==> src/rtl/spi_flash_command_sequencer_macros.svh <==
// assertion helpers shared by the sequencer rtl
`ifndef SPI_FLASH_COMMAND_SEQUENCER_MACROS_SVH
`define SPI_FLASH_COMMAND_SEQUENCER_MACROS_SVH

// same-cycle implication, checked outside reset
`define SFCS_ASSERT_NOW(label, ante, cons) \
  label: assert property (@(posedge clk_i) disable iff (!rst_ni) (ante) |-> (cons)) \
    else $error("sequencer check failed");

// next-cycle implication, checked outside reset
`define SFCS_ASSERT_NEXT(label, ante, cons) \
  label: assert property (@(posedge clk_i) disable iff (!rst_ni) (ante) |=> (cons)) \
    else $error("sequencer check failed");

`endif

==> src/rtl/sfcs_pkg.sv <==
`default_nettype none

package sfcs_pkg;

  typedef enum logic [3:0] {
    OP_WREN      = 4'd0,
    OP_WRDI      = 4'd1,
    OP_RDID      = 4'd2,
    OP_RDSR      = 4'd3,
    OP_WRSR      = 4'd4,
    OP_READ      = 4'd5,
    OP_PP        = 4'd6,
    OP_SE        = 4'd7,
    OP_BE        = 4'd8
  } op_e;

  typedef enum logic [1:0] {
    ACT_SELECT  = 2'd0,
    ACT_SHIFT   = 2'd1,
    ACT_RELEASE = 2'd2,
    ACT_REPORT  = 2'd3
  } act_e;

  typedef enum logic [5:0] {
    PH_IDLE      = 6'b000001,
    PH_PRE_WREN  = 6'b000010,
    PH_HDR       = 6'b000100,
    PH_DATA      = 6'b001000,
    PH_POLL_CMD  = 6'b010000,
    PH_POLL_DATA = 6'b100000
  } phase_e;

  localparam logic [7:0] CMD_WREN = 8'h06;
  localparam logic [7:0] CMD_WRDI = 8'h04;
  localparam logic [7:0] CMD_RDID = 8'h9F;
  localparam logic [7:0] CMD_RDSR = 8'h05;
  localparam logic [7:0] CMD_WRSR = 8'h01;
  localparam logic [7:0] CMD_READ = 8'h03;
  localparam logic [7:0] CMD_PP   = 8'h02;
  localparam logic [7:0] CMD_SE   = 8'hD8;
  localparam logic [7:0] CMD_BE   = 8'hC7;

  localparam int unsigned FifoDepth = 4;
  localparam int unsigned PtrW      = $clog2(FifoDepth);
  localparam int unsigned CntW      = $clog2(FifoDepth + 1);

  typedef struct packed {
    act_e       action;
    logic [7:0] tx_byte;
    logic [7:0] read_byte;
    logic       read_valid;
    logic       done_res;
    logic       last;
  } res_t;

  function automatic logic [7:0] opcode_of(input op_e op);
    logic [7:0] code;
    case (op)
      OP_WREN: code = CMD_WREN;
      OP_WRDI: code = CMD_WRDI;
      OP_RDID: code = CMD_RDID;
      OP_RDSR: code = CMD_RDSR;
      OP_WRSR: code = CMD_WRSR;
      OP_READ: code = CMD_READ;
      OP_PP:   code = CMD_PP;
      OP_SE:   code = CMD_SE;
      OP_BE:   code = CMD_BE;
      default: code = CMD_WREN;
    endcase
    return code;
  endfunction

  function automatic logic is_write(input op_e op);
    return op inside {OP_WRSR, OP_PP, OP_SE, OP_BE};
  endfunction

  function automatic logic is_read(input op_e op);
    return op inside {OP_RDID, OP_RDSR, OP_READ};
  endfunction

  function automatic logic has_addr(input op_e op);
    return op inside {OP_READ, OP_PP, OP_SE};
  endfunction

  function automatic res_t mk_res(input act_e a, input logic [7:0] tx, input logic [7:0] rd,
                                  input logic rv, input logic dn);
    res_t r;
    r.action     = a;
    r.tx_byte    = tx;
    r.read_byte  = rd;
    r.read_valid = rv;
    r.done_res   = dn;
    r.last       = 1'b0;
    return r;
  endfunction

endpackage

`default_nettype wire

==> src/rtl/spi_flash_command_sequencer.sv <==
// channel | direction | handshake              | fields
// in      | to block  | in_valid_i / in_stall_o | cmd, op, address, length, payload_byte, rx_byte
// out     | from block| out_valid_o/ out_stall_i| action, tx_byte, read_byte, read_valid,
//         |           |                         | done_res, last
// an accepted transaction is decoded in the same cycle and its zero, one or two results
// are written into a four-entry result queue at that edge
// one result leaves per cycle while out_stall_i is low
// in_stall_o rises when fewer than two queue entries are free
// rst_ni clears the sequencer state and empties the queue
`default_nettype none

`include "spi_flash_command_sequencer_macros.svh"

module spi_flash_command_sequencer #(
  parameter int unsigned MAX_LEN  = 65535,
  parameter int unsigned ID_BYTES = 19
) (
  input  logic        clk_i,
  input  logic        rst_ni,
  input  logic        in_valid_i,
  output logic        in_stall_o,
  input  logic        cmd_i,
  input  logic [3:0]  op_i,
  input  logic [23:0] address_i,
  input  logic [15:0] length_i,
  input  logic [7:0]  payload_byte_i,
  input  logic [7:0]  rx_byte_i,
  output logic        out_valid_o,
  input  logic        out_stall_i,
  output logic [1:0]  action_o,
  output logic [7:0]  tx_byte_o,
  output logic [7:0]  read_byte_o,
  output logic        read_valid_o,
  output logic        done_res_o,
  output logic        last_o
);
  import sfcs_pkg::*;

  phase_e      phase_q, phase_d;
  op_e         op_q, op_d;
  logic [23:0] addr_q, addr_d;
  logic [15:0] left_q, left_d;
  logic [2:0]  hdr_q, hdr_d;
  logic [7:0]  status_q, status_d;

  res_t        fifo_q [FifoDepth];
  logic [PtrW-1:0] wr_q, rd_q;
  logic [CntW-1:0] cnt_q;

  logic        in_acc, pop;
  res_t        res0, res1;
  logic [1:0]  n_push;

  assign in_stall_o  = cnt_q > CntW'(FifoDepth - 2);
  assign in_acc      = in_valid_i && !in_stall_o;
  assign out_valid_o = cnt_q != '0;
  assign pop         = out_valid_o && !out_stall_i;

  always_comb begin
    logic [15:0] len_sat;
    logic [15:0] left_dec;
    logic [7:0]  data_tx;
    logic [7:0]  addr_byte;
    logic        fin;

    phase_d  = phase_q;
    op_d     = op_q;
    addr_d   = addr_q;
    left_d   = left_q;
    hdr_d    = hdr_q;
    status_d = status_q;
    res0     = mk_res(ACT_SELECT, 8'h00, 8'h00, 1'b0, 1'b0);
    res1     = res0;
    n_push   = 2'd0;
    fin      = 1'b0;

    len_sat  = (32'(length_i) > MAX_LEN) ? 16'(MAX_LEN) : length_i;
    left_dec = (left_q != '0) ? 16'(left_q - 16'd1) : 16'd0;
    if (op_q == OP_PP) begin
      data_tx = payload_byte_i;
    end else if (op_q == OP_WRSR) begin
      data_tx = status_q;
    end else begin
      data_tx = 8'h00;
    end
    case (hdr_q)
      3'd1:    addr_byte = addr_q[23:16];
      3'd2:    addr_byte = addr_q[15:8];
      default: addr_byte = addr_q[7:0];
    endcase

    if (in_acc) begin
      if (!cmd_i) begin
        if (phase_q == PH_IDLE && op_i <= OP_BE) begin
          op_d   = op_e'(op_i);
          addr_d = address_i;
          if (op_e'(op_i) == OP_WRSR) begin
            status_d = payload_byte_i;
          end
          case (op_e'(op_i))
            OP_RDID:         left_d = 16'(ID_BYTES);
            OP_RDSR, OP_WRSR: left_d = 16'd1;
            OP_READ, OP_PP:  left_d = len_sat;
            default:         left_d = 16'd0;
          endcase
          n_push = 2'd1;
          if (is_write(op_e'(op_i))) begin
            res0    = mk_res(ACT_SELECT, CMD_WREN, 8'h00, 1'b0, 1'b0);
            phase_d = PH_PRE_WREN;
          end else begin
            res0    = mk_res(ACT_SELECT, opcode_of(op_e'(op_i)), 8'h00, 1'b0, 1'b0);
            hdr_d   = 3'd1;
            phase_d = PH_HDR;
          end
        end
      end else begin
        case (phase_q)
          PH_PRE_WREN: begin
            res0    = mk_res(ACT_RELEASE, 8'h00, 8'h00, 1'b0, 1'b0);
            res1    = mk_res(ACT_SELECT, opcode_of(op_q), 8'h00, 1'b0, 1'b0);
            n_push  = 2'd2;
            hdr_d   = 3'd1;
            phase_d = PH_HDR;
          end
          PH_HDR: begin
            if (has_addr(op_q) && hdr_q < 3'd4) begin
              res0   = mk_res(ACT_SHIFT, addr_byte, 8'h00, 1'b0, 1'b0);
              n_push = 2'd1;
              hdr_d  = 3'(hdr_q + 3'd1);
            end else if (left_q != '0) begin
              res0    = mk_res(ACT_SHIFT, data_tx, 8'h00, 1'b0, 1'b0);
              n_push  = 2'd1;
              phase_d = PH_DATA;
            end else begin
              fin = 1'b1;
            end
          end
          PH_DATA: begin
            left_d = left_dec;
            n_push = 2'd2;
            if (is_read(op_q)) begin
              if (left_dec != '0) begin
                res0 = mk_res(ACT_REPORT, 8'h00, rx_byte_i, 1'b1, 1'b0);
                res1 = mk_res(ACT_SHIFT, 8'h00, 8'h00, 1'b0, 1'b0);
              end else begin
                res0    = mk_res(ACT_RELEASE, 8'h00, 8'h00, 1'b0, 1'b0);
                res1    = mk_res(ACT_REPORT, 8'h00, rx_byte_i, 1'b1, 1'b1);
                phase_d = PH_IDLE;
              end
            end else if (left_dec != '0) begin
              res0   = mk_res(ACT_SHIFT, data_tx, 8'h00, 1'b0, 1'b0);
              n_push = 2'd1;
            end else begin
              fin = 1'b1;
            end
          end
          PH_POLL_CMD: begin
            res0    = mk_res(ACT_SHIFT, 8'h00, 8'h00, 1'b0, 1'b0);
            n_push  = 2'd1;
            phase_d = PH_POLL_DATA;
          end
          PH_POLL_DATA: begin
            res0   = mk_res(ACT_RELEASE, 8'h00, 8'h00, 1'b0, 1'b0);
            n_push = 2'd2;
            if (rx_byte_i[0]) begin
              res1    = mk_res(ACT_SELECT, CMD_RDSR, 8'h00, 1'b0, 1'b0);
              phase_d = PH_POLL_CMD;
            end else begin
              res1    = mk_res(ACT_REPORT, 8'h00, 8'h00, 1'b0, 1'b1);
              phase_d = PH_IDLE;
            end
          end
          default: n_push = 2'd0;
        endcase
      end
    end

    // main frame done: release, then poll status or report
    if (fin) begin
      res0   = mk_res(ACT_RELEASE, 8'h00, 8'h00, 1'b0, 1'b0);
      n_push = 2'd2;
      if (is_write(op_q)) begin
        res1    = mk_res(ACT_SELECT, CMD_RDSR, 8'h00, 1'b0, 1'b0);
        phase_d = PH_POLL_CMD;
      end else begin
        res1    = mk_res(ACT_REPORT, 8'h00, 8'h00, 1'b0, 1'b1);
        phase_d = PH_IDLE;
      end
    end

    res0.last = n_push == 2'd1;
    res1.last = 1'b1;
  end

  always_ff @(posedge clk_i or negedge rst_ni) begin
    if (!rst_ni) begin
      phase_q  <= PH_IDLE;
      op_q     <= OP_WREN;
      addr_q   <= '0;
      left_q   <= '0;
      hdr_q    <= '0;
      status_q <= '0;
      wr_q     <= '0;
      rd_q     <= '0;
      cnt_q    <= '0;
    end else begin
      phase_q  <= phase_d;
      op_q     <= op_d;
      addr_q   <= addr_d;
      left_q   <= left_d;
      hdr_q    <= hdr_d;
      status_q <= status_d;
      wr_q     <= PtrW'(wr_q + PtrW'(n_push));
      rd_q     <= PtrW'(rd_q + PtrW'(pop));
      cnt_q    <= CntW'(cnt_q + CntW'(n_push) - CntW'(pop));
    end
  end

  always_ff @(posedge clk_i) begin
    if (n_push != 2'd0) begin
      fifo_q[wr_q] <= res0;
    end
    if (n_push == 2'd2) begin
      fifo_q[PtrW'(wr_q + PtrW'(1))] <= res1;
    end
  end

  assign action_o     = fifo_q[rd_q].action;
  assign tx_byte_o    = fifo_q[rd_q].tx_byte;
  assign read_byte_o  = fifo_q[rd_q].read_byte;
  assign read_valid_o = fifo_q[rd_q].read_valid;
  assign done_res_o   = fifo_q[rd_q].done_res;
  assign last_o       = fifo_q[rd_q].last;

  `SFCS_ASSERT_NOW(a_cnt_bound, 1'b1, cnt_q <= CntW'(FifoDepth))
  `SFCS_ASSERT_NOW(a_busy_req_dropped, in_acc && !cmd_i && phase_q != PH_IDLE, n_push == 2'd0)
  `SFCS_ASSERT_NOW(a_pair_last, n_push == 2'd2, !res0.last && res1.last)
  `SFCS_ASSERT_NEXT(a_idle_hold, phase_q == PH_IDLE && !(in_acc && !cmd_i), phase_q == PH_IDLE)
  `SFCS_ASSERT_NOW(a_done_is_report, out_valid_o && done_res_o,
                   action_o == ACT_REPORT && last_o)

endmodule

`default_nettype wire

==> config.mk <==
export PLATFORM = sky130hd
export DESIGN_NAME = spi_flash_command_sequencer
export DESIGN_NICKNAME = d
export VERILOG_FILES = /design/src/rtl/sfcs_pkg.sv /design/src/rtl/spi_flash_command_sequencer.sv
export VERILOG_INCLUDE_DIRS = /design/src /design/src/rtl
export SDC_FILE = /design/constraint.sdc
export NUM_CORES = 1
export LEC_CHECK = 0
export ABC_AREA = 0
export BUFFER_PORTS_ARGS = -buffer_cell sky130_fd_sc_hd__buf_2
export CORE_ASPECT_RATIO = 0.5
export CORE_MARGIN = 3
export CORE_UTILIZATION = 60
export CTS_CLUSTER_SIZE = 16
export DETAILED_ROUTE_END_ITERATION = 6
export PLACE_DENSITY = 0.82
export REMOVE_ABC_BUFFERS = 1
export SYNTH_ARGS = -nofsm -noshare
export SYNTH_HDL_FRONTEND = slang
export SYNTH_SLANG_ARGS = --single-unit
==> constraint.sdc <==
create_clock -name clk_i -period 6.8 [get_ports clk_i]
set_clock_uncertainty 0.05 [all_clocks]
set_input_delay 0.68 -clock clk_i [delete_from_list [all_inputs] [get_ports clk_i]]
set_output_delay 0.68 -clock clk_i [all_outputs]
set_load 0.01 [all_outputs]
After elaboration in Yosys (flattened, before gate mapping). Memories as Yosys holds them, arrays and structs flattened. Index checks and enable logic that the tools add are counted.

Bits of input ports: 65. ROM bits: 224. Memories: 3. Memory bits (writable): 84. Bits in registers: 68. Word-level logic and storage cells: 145.

Add/subtract/negate cells: 7. Equality and inequality tests: 33. Reduce and logical (&&, ||, !) cells: 25. Bitwise logic cells: 1. Magnitude comparators: 3. Mux-type cells: 64.

Memory list: (no name shown) (words 16, bits a word 7, read ports 1, clocked after Yosys merged registers in 0, wr ports 0, line sfcs_pkg.sv:58) `case (op)`; (no name shown) (words 16, bits a word 7, read ports 1, clocked after Yosys merged registers in 0, wr ports 0, line sfcs_pkg.sv:58); fifo_q (words 4, bits a word 21, read ports 1, clocked after Yosys merged registers in 0, wr ports 2, line spi_flash_command_sequencer.sv:46) `res_t fifo_q [FifoDepth];`.

Operators by type and width (count): two-way mux 21 bit (11); case mux 21 bit (4 select lines) (1); two-way mux 20 bit (4); two-way mux 16 bit (4); case mux 21 bit (3 select lines) (1); two-way mux 6 bit (8); case mux 16 bit (3 select lines) (1); two-way mux 19 bit (2); equality test 4 x 3 -> 1 bit (second input constant) (8); nonzero test 16 bit (2); case mux 6 bit (5 select lines) (1); equality test 4 x 2 -> 1 bit (second input constant) (4); two-way mux 8 bit (2); inequality test 4 bit (second input constant) (4); case mux 8 bit (2 select lines) (1); subtractor 16 x 1 -> 16 bit (second input constant) (1); two-way mux 3 bit (5); two-way mux 1 bit (13); nonzero test 3 bit (4); two-way mux 2 bit (5); two-way mux 5 bit (2); equality test 4 bit (second input constant) (2); case mux 2 bit (4 select lines) (1); nonzero test 4 bit (2); other kinds (35) (44).

Depth between registers and ports, before layout.
Word-level depth: 12. Depth in mapped cells: 16. Mapped depth without buffers: 14.

Least setup slack after synthesis. No wires, ideal clock.

Path type: register to register. Start point: register left_q[0]. End point: memory fifo_q[2][10] (netlist bit), enable pin. Arrival time: 2883 ps. Stages on the path, launching flop included: 12. Path buffers: 2. Slack: 3492 ps. Clock period less this slack: 3308 ps. Cell sequence: dfrtp_1 > inv_1 > ha_1 > nor3b_2 > nand4_2 > mux2i_2 > nand3_4 > o221ai_4 > buf_8 > nand2_1 > buf_2 > nand2_1.

RTL lines: from (decl) (line spi_flash_command_sequencer.sv:42) `logic [15:0] left_q, left_d;`; from (signal assigned) (line spi_flash_command_sequencer.sv:210) `left_q <= left_d;`; to (decl) (line spi_flash_command_sequencer.sv:46).

==> results.sh <==
export IMPL_powerDensity_nw_per_um2=391
export IMPL_crit_path_top_delay_cell="nand2_1"
export IMPL_drt_pass1_iter_count=5
export IMPL_start_kind="flop"
export IMPL_num_antenna_cells=0
export IMPL_ys_flop_type="edfxtp_1"
export IMPL_track_usage_pct=28.4
export IMPL_wl_per_cell_um=20.6
export IMPL_hp_class="primary input to async pin"
export IMPL_dp_hpwl_mm=15.5
export IMPL_worst_path_max_fanout=19
export IMPL_critPathArrivalTime_ns=4.32
export IMPL_yosysSeqAreaShare_pct=48.9
export IMPL_syn_to_final_growth_pct=12.8
export IMPL_drt_iter0_drc=727
export IMPL_dr_total_vias=6832
export IMPL_cts_tree="done"
export IMPL_p_int_uw=2230
export IMPL_dpl_cell_count=1027
export IMPL_async_reset_ff_share_pct=44.7
export IMPL_cap_violations=0
export IMPL_antenna_left=0
export IMPL_clock_latency_ns=0.42
export IMPL_rsz0062_at_grt="no"
export IMPL_critPathRequiredTime_ns=6.80
export IMPL_ys_types=82
export IMPL_antenna_found_initial=1
export IMPL_via_per_inst=6.46
export IMPL_multi_input_area_um2=4070
export IMPL_htree_levels=4
export IMPL_synth_top_area_cell="edfxtp_1"
export IMPL_cts_hold_buffers=0
export IMPL_num_io_pins=88
export IMPL_setup_viol_count_final=0
export IMPL_critPathBufInv=1
export IMPL_period_minus_slack_ns=4.32
export IMPL_cpMostUsedCell="nand2_1"
export IMPL_core_area_um2=13200
export IMPL_synthTopCellsByArea="edfxtp_1, dfrtp_1, mux4_2, mux2_2, nor2_1"
export IMPL_p_total_uw=3740
export IMPL_syn_area_um2=8470
export IMPL_ctsResizeCount=0
export IMPL_tns_ns=0
export IMPL_place_congestion=0.958
export IMPL_swShare_pct=40.4
export IMPL_grt_max_degree=69
export IMPL_max_freq_mhz=231
export IMPL_ff_latch_area_um2=4150
export IMPL_root_buffer="clkbuf_16"
export IMPL_yosysTopAreaCellShare_pct=26.9
export IMPL_drv_slew=0
export IMPL_die_w_um=174
export IMPL_p_leak_uw=0.00365
export IMPL_nFillCells=961
export IMPL_grt_pass1_vias=6537
export IMPL_post_cts_setup_buffer_count=0
export IMPL_drc=0
export IMPL_drive_above_1_share_pct=24.3
export IMPL_wl_mm=21.8
export IMPL_synth_cells=786
export IMPL_slew_headroom_pct=29.1
export IMPL_status="complete, no violations"
export IMPL_grt_overflow=0
export IMPL_power_frac_comb_pct=39.0
export IMPL_max_stage_delay_ns=0.78
export IMPL_cp_cell_sequence="inv_1 > ha_1 > nor3b_2 > nand4_2 > mux2i_2 > nand3_4 > o221ai_4 > nand2_1 > nand2_1"
export IMPL_power_switching_uw=1510
export IMPL_port_buffers=87
export IMPL_critical_path_class="flop to flop"
export IMPL_start_util_pct=64.2
export IMPL_crit_family="simple AND/OR/NAND/NOR gates"
export IMPL_hold_violations=0
export IMPL_clkTransAtPathRegs_ns=0.06
export IMPL_fp_row_count=29
export IMPL_cts_buffers=17
export IMPL_endpoint_kind="flop"
export IMPL_power_frac_seq_pct=37.3
export IMPL_ys_warn_count=0
export IMPL_clock_sinks=152
export IMPL_die_h_um=90.0
export IMPL_clk_path_buf_depth=2
export IMPL_grt_pass1_wl_mm=35.2
export IMPL_period_share_pct=63.5
export IMPL_ir_drop_v=0.000257
export IMPL_dieArea_um2=15700
export IMPL_tightest_slew_ns=1.06
export IMPL_pwr_share_clk_pct=23.7
export IMPL_synth_seq_cells=152
export IMPL_synth_edf_count=76
export IMPL_fin_util_pct=72.4
export IMPL_stdcell_count=1058
export IMPL_nNetsFinal=943
export IMPL_avgSynthCellArea_um2=10.8
## worst reg2reg max path: stages (launching register included)
cell      delay (ns)
dfrtp_1         0.49
inv_1           0.11
ha_1            0.24
nor3b_2         0.40
nand4_2         0.27
mux2i_2         0.33
nand3_4         0.20
o221ai_4        0.63
nand2_1         0.43
nand2_1         0.79
## per-stage QoR
step                      hold WS, ns  area, um2  setup WS (ns)
after detailed placement        0.407       9020           2.54
after global placement          0.405       9020           2.75
final                           0.414       9560           2.48
after floorplan                 0.334       8300           2.08
after CTS                       0.416       9560           2.52
after global routing            0.423       9560           2.15
## layer usage
metal / GRT usage [%] / wire [um] / vias to the layer above / part of all wire (%)
met1: 40.9 / 9590 / 3274 / 44
met3: 5.85 / 1910 / 40 / 8.8
li1: - / - / 3108 / -
met4: 7.69 / 382 / 2 / 1.8
met2: 44.0 / 9930 / 408 / 45
met5: 0 / 17 / - / 0.078
## synthesized netlist by cell type, drive strengths merged (4+ instances only)
cell type	number
nor2b	9
o211ai	6
nand3b	4
or2	4
mux4	21
xnor2	9
inv	22
o21a	6
nor3	23
o32ai	7
edfxtp	76
a21oi	36
a31oi	6
nand4	9
nand2	70
and3	4
nand2b	4
clkbuf	22
nand3	12
nor2	99
and2	5
mux2i	8
dfrtp	67
o31ai	4
nor4	11
mux2	39
a22o	8
o21ai	65
buf	16
a22oi	24
ha	17
o22ai	23
a211oi	5
dfxtp	8
## cell type report
class	count	area share (%)
Clock buffer	17	4.45
Clock inverter	14	1.23
Inverter	24	0.942
Multi-Input combinational cell	572	42.6
Sequential cell	152	43.4
Tap cell	186	2.43
Timing Repair Buffer	93	5.02
## power by group through the flow
stage | registers (uW) | logic, uW | clock network, uW
after floorplan | 1360 | 1020 | 0
after global placement | 1390 | 1410 | 0
after detailed placement | 1410 | 1430 | 0
after CTS | 1390 | 1440 | 891
after global routing | 1430 | 1600 | 933
final | 1400 | 1460 | 886
## cell families (layout without fill, tap and decap cells)
logic type               count (synthesis)  in the layout  share of synthesized area [%]
AND/OR/NAND/NOR                        265            265                           15.2
AO/OA/AOI/OAI                          209            209                           17.0
flip-flops                             152            152                           48.9
multiplexers                            68             68                           11.8
buffers and inverters                   62            148                           3.10
adder cells (fa/ha/maj)                 18             18                           2.75
XOR/XNOR                                12             12                           1.24
## state kept, by name, summed over array words and instances, names as in the netlist, 3 cells and up
name and flops:
cnt_q 3, hdr_q 3, phase_q 6, status_q 8
op_q 4, addr_q 24, left_q 16, fifo_q 84
## final timing paths
| check | start | endpoint | slack, ns | depth (start not counted) |
|---|---|---|---|---|
| max | left_q[0] | fifo_q[1][10] | 2.48 | 9 |
| min | rst_ni | left_q[8] | 0.41 | 2 |
| max reg2reg | left_q[0] | fifo_q[1][10] | 2.48 | 9 |
| min reg2reg | fifo_q[3][16] | fifo_q[3][16] | 0.42 | 2 |
| max in group asynchronous | rst_ni | status_q[7] | 5.71 | 2 |
| min in group clk_i | fifo_q[3][16] | fifo_q[3][16] | 0.42 | 2 |
## layout by cell type (no fill, tap or decap), drive strengths merged, types with 8 or more instances in the layout
master | synthesis | layout
nand3 | 12 | 12
xnor2 | 9 | 9
nor3 | 23 | 23
a21oi | 36 | 36
o22ai | 23 | 23
a22o | 8 | 8
a22oi | 24 | 24
nand4 | 9 | 9
mux2 | 39 | 39
nor4 | 11 | 11
mux4 | 21 | 21
nor2b | 9 | 9
nand2 | 70 | 70
inv | 22 | 29
mux2i | 8 | 8
nor2 | 99 | 99
edfxtp | 76 | 76
dfxtp | 8 | 8
o21ai | 65 | 65
dfrtp | 67 | 67
clkbuf | 22 | 17
ha | 17 | 17
buf | 16 | 93
(Power assumes the default switching activity.)
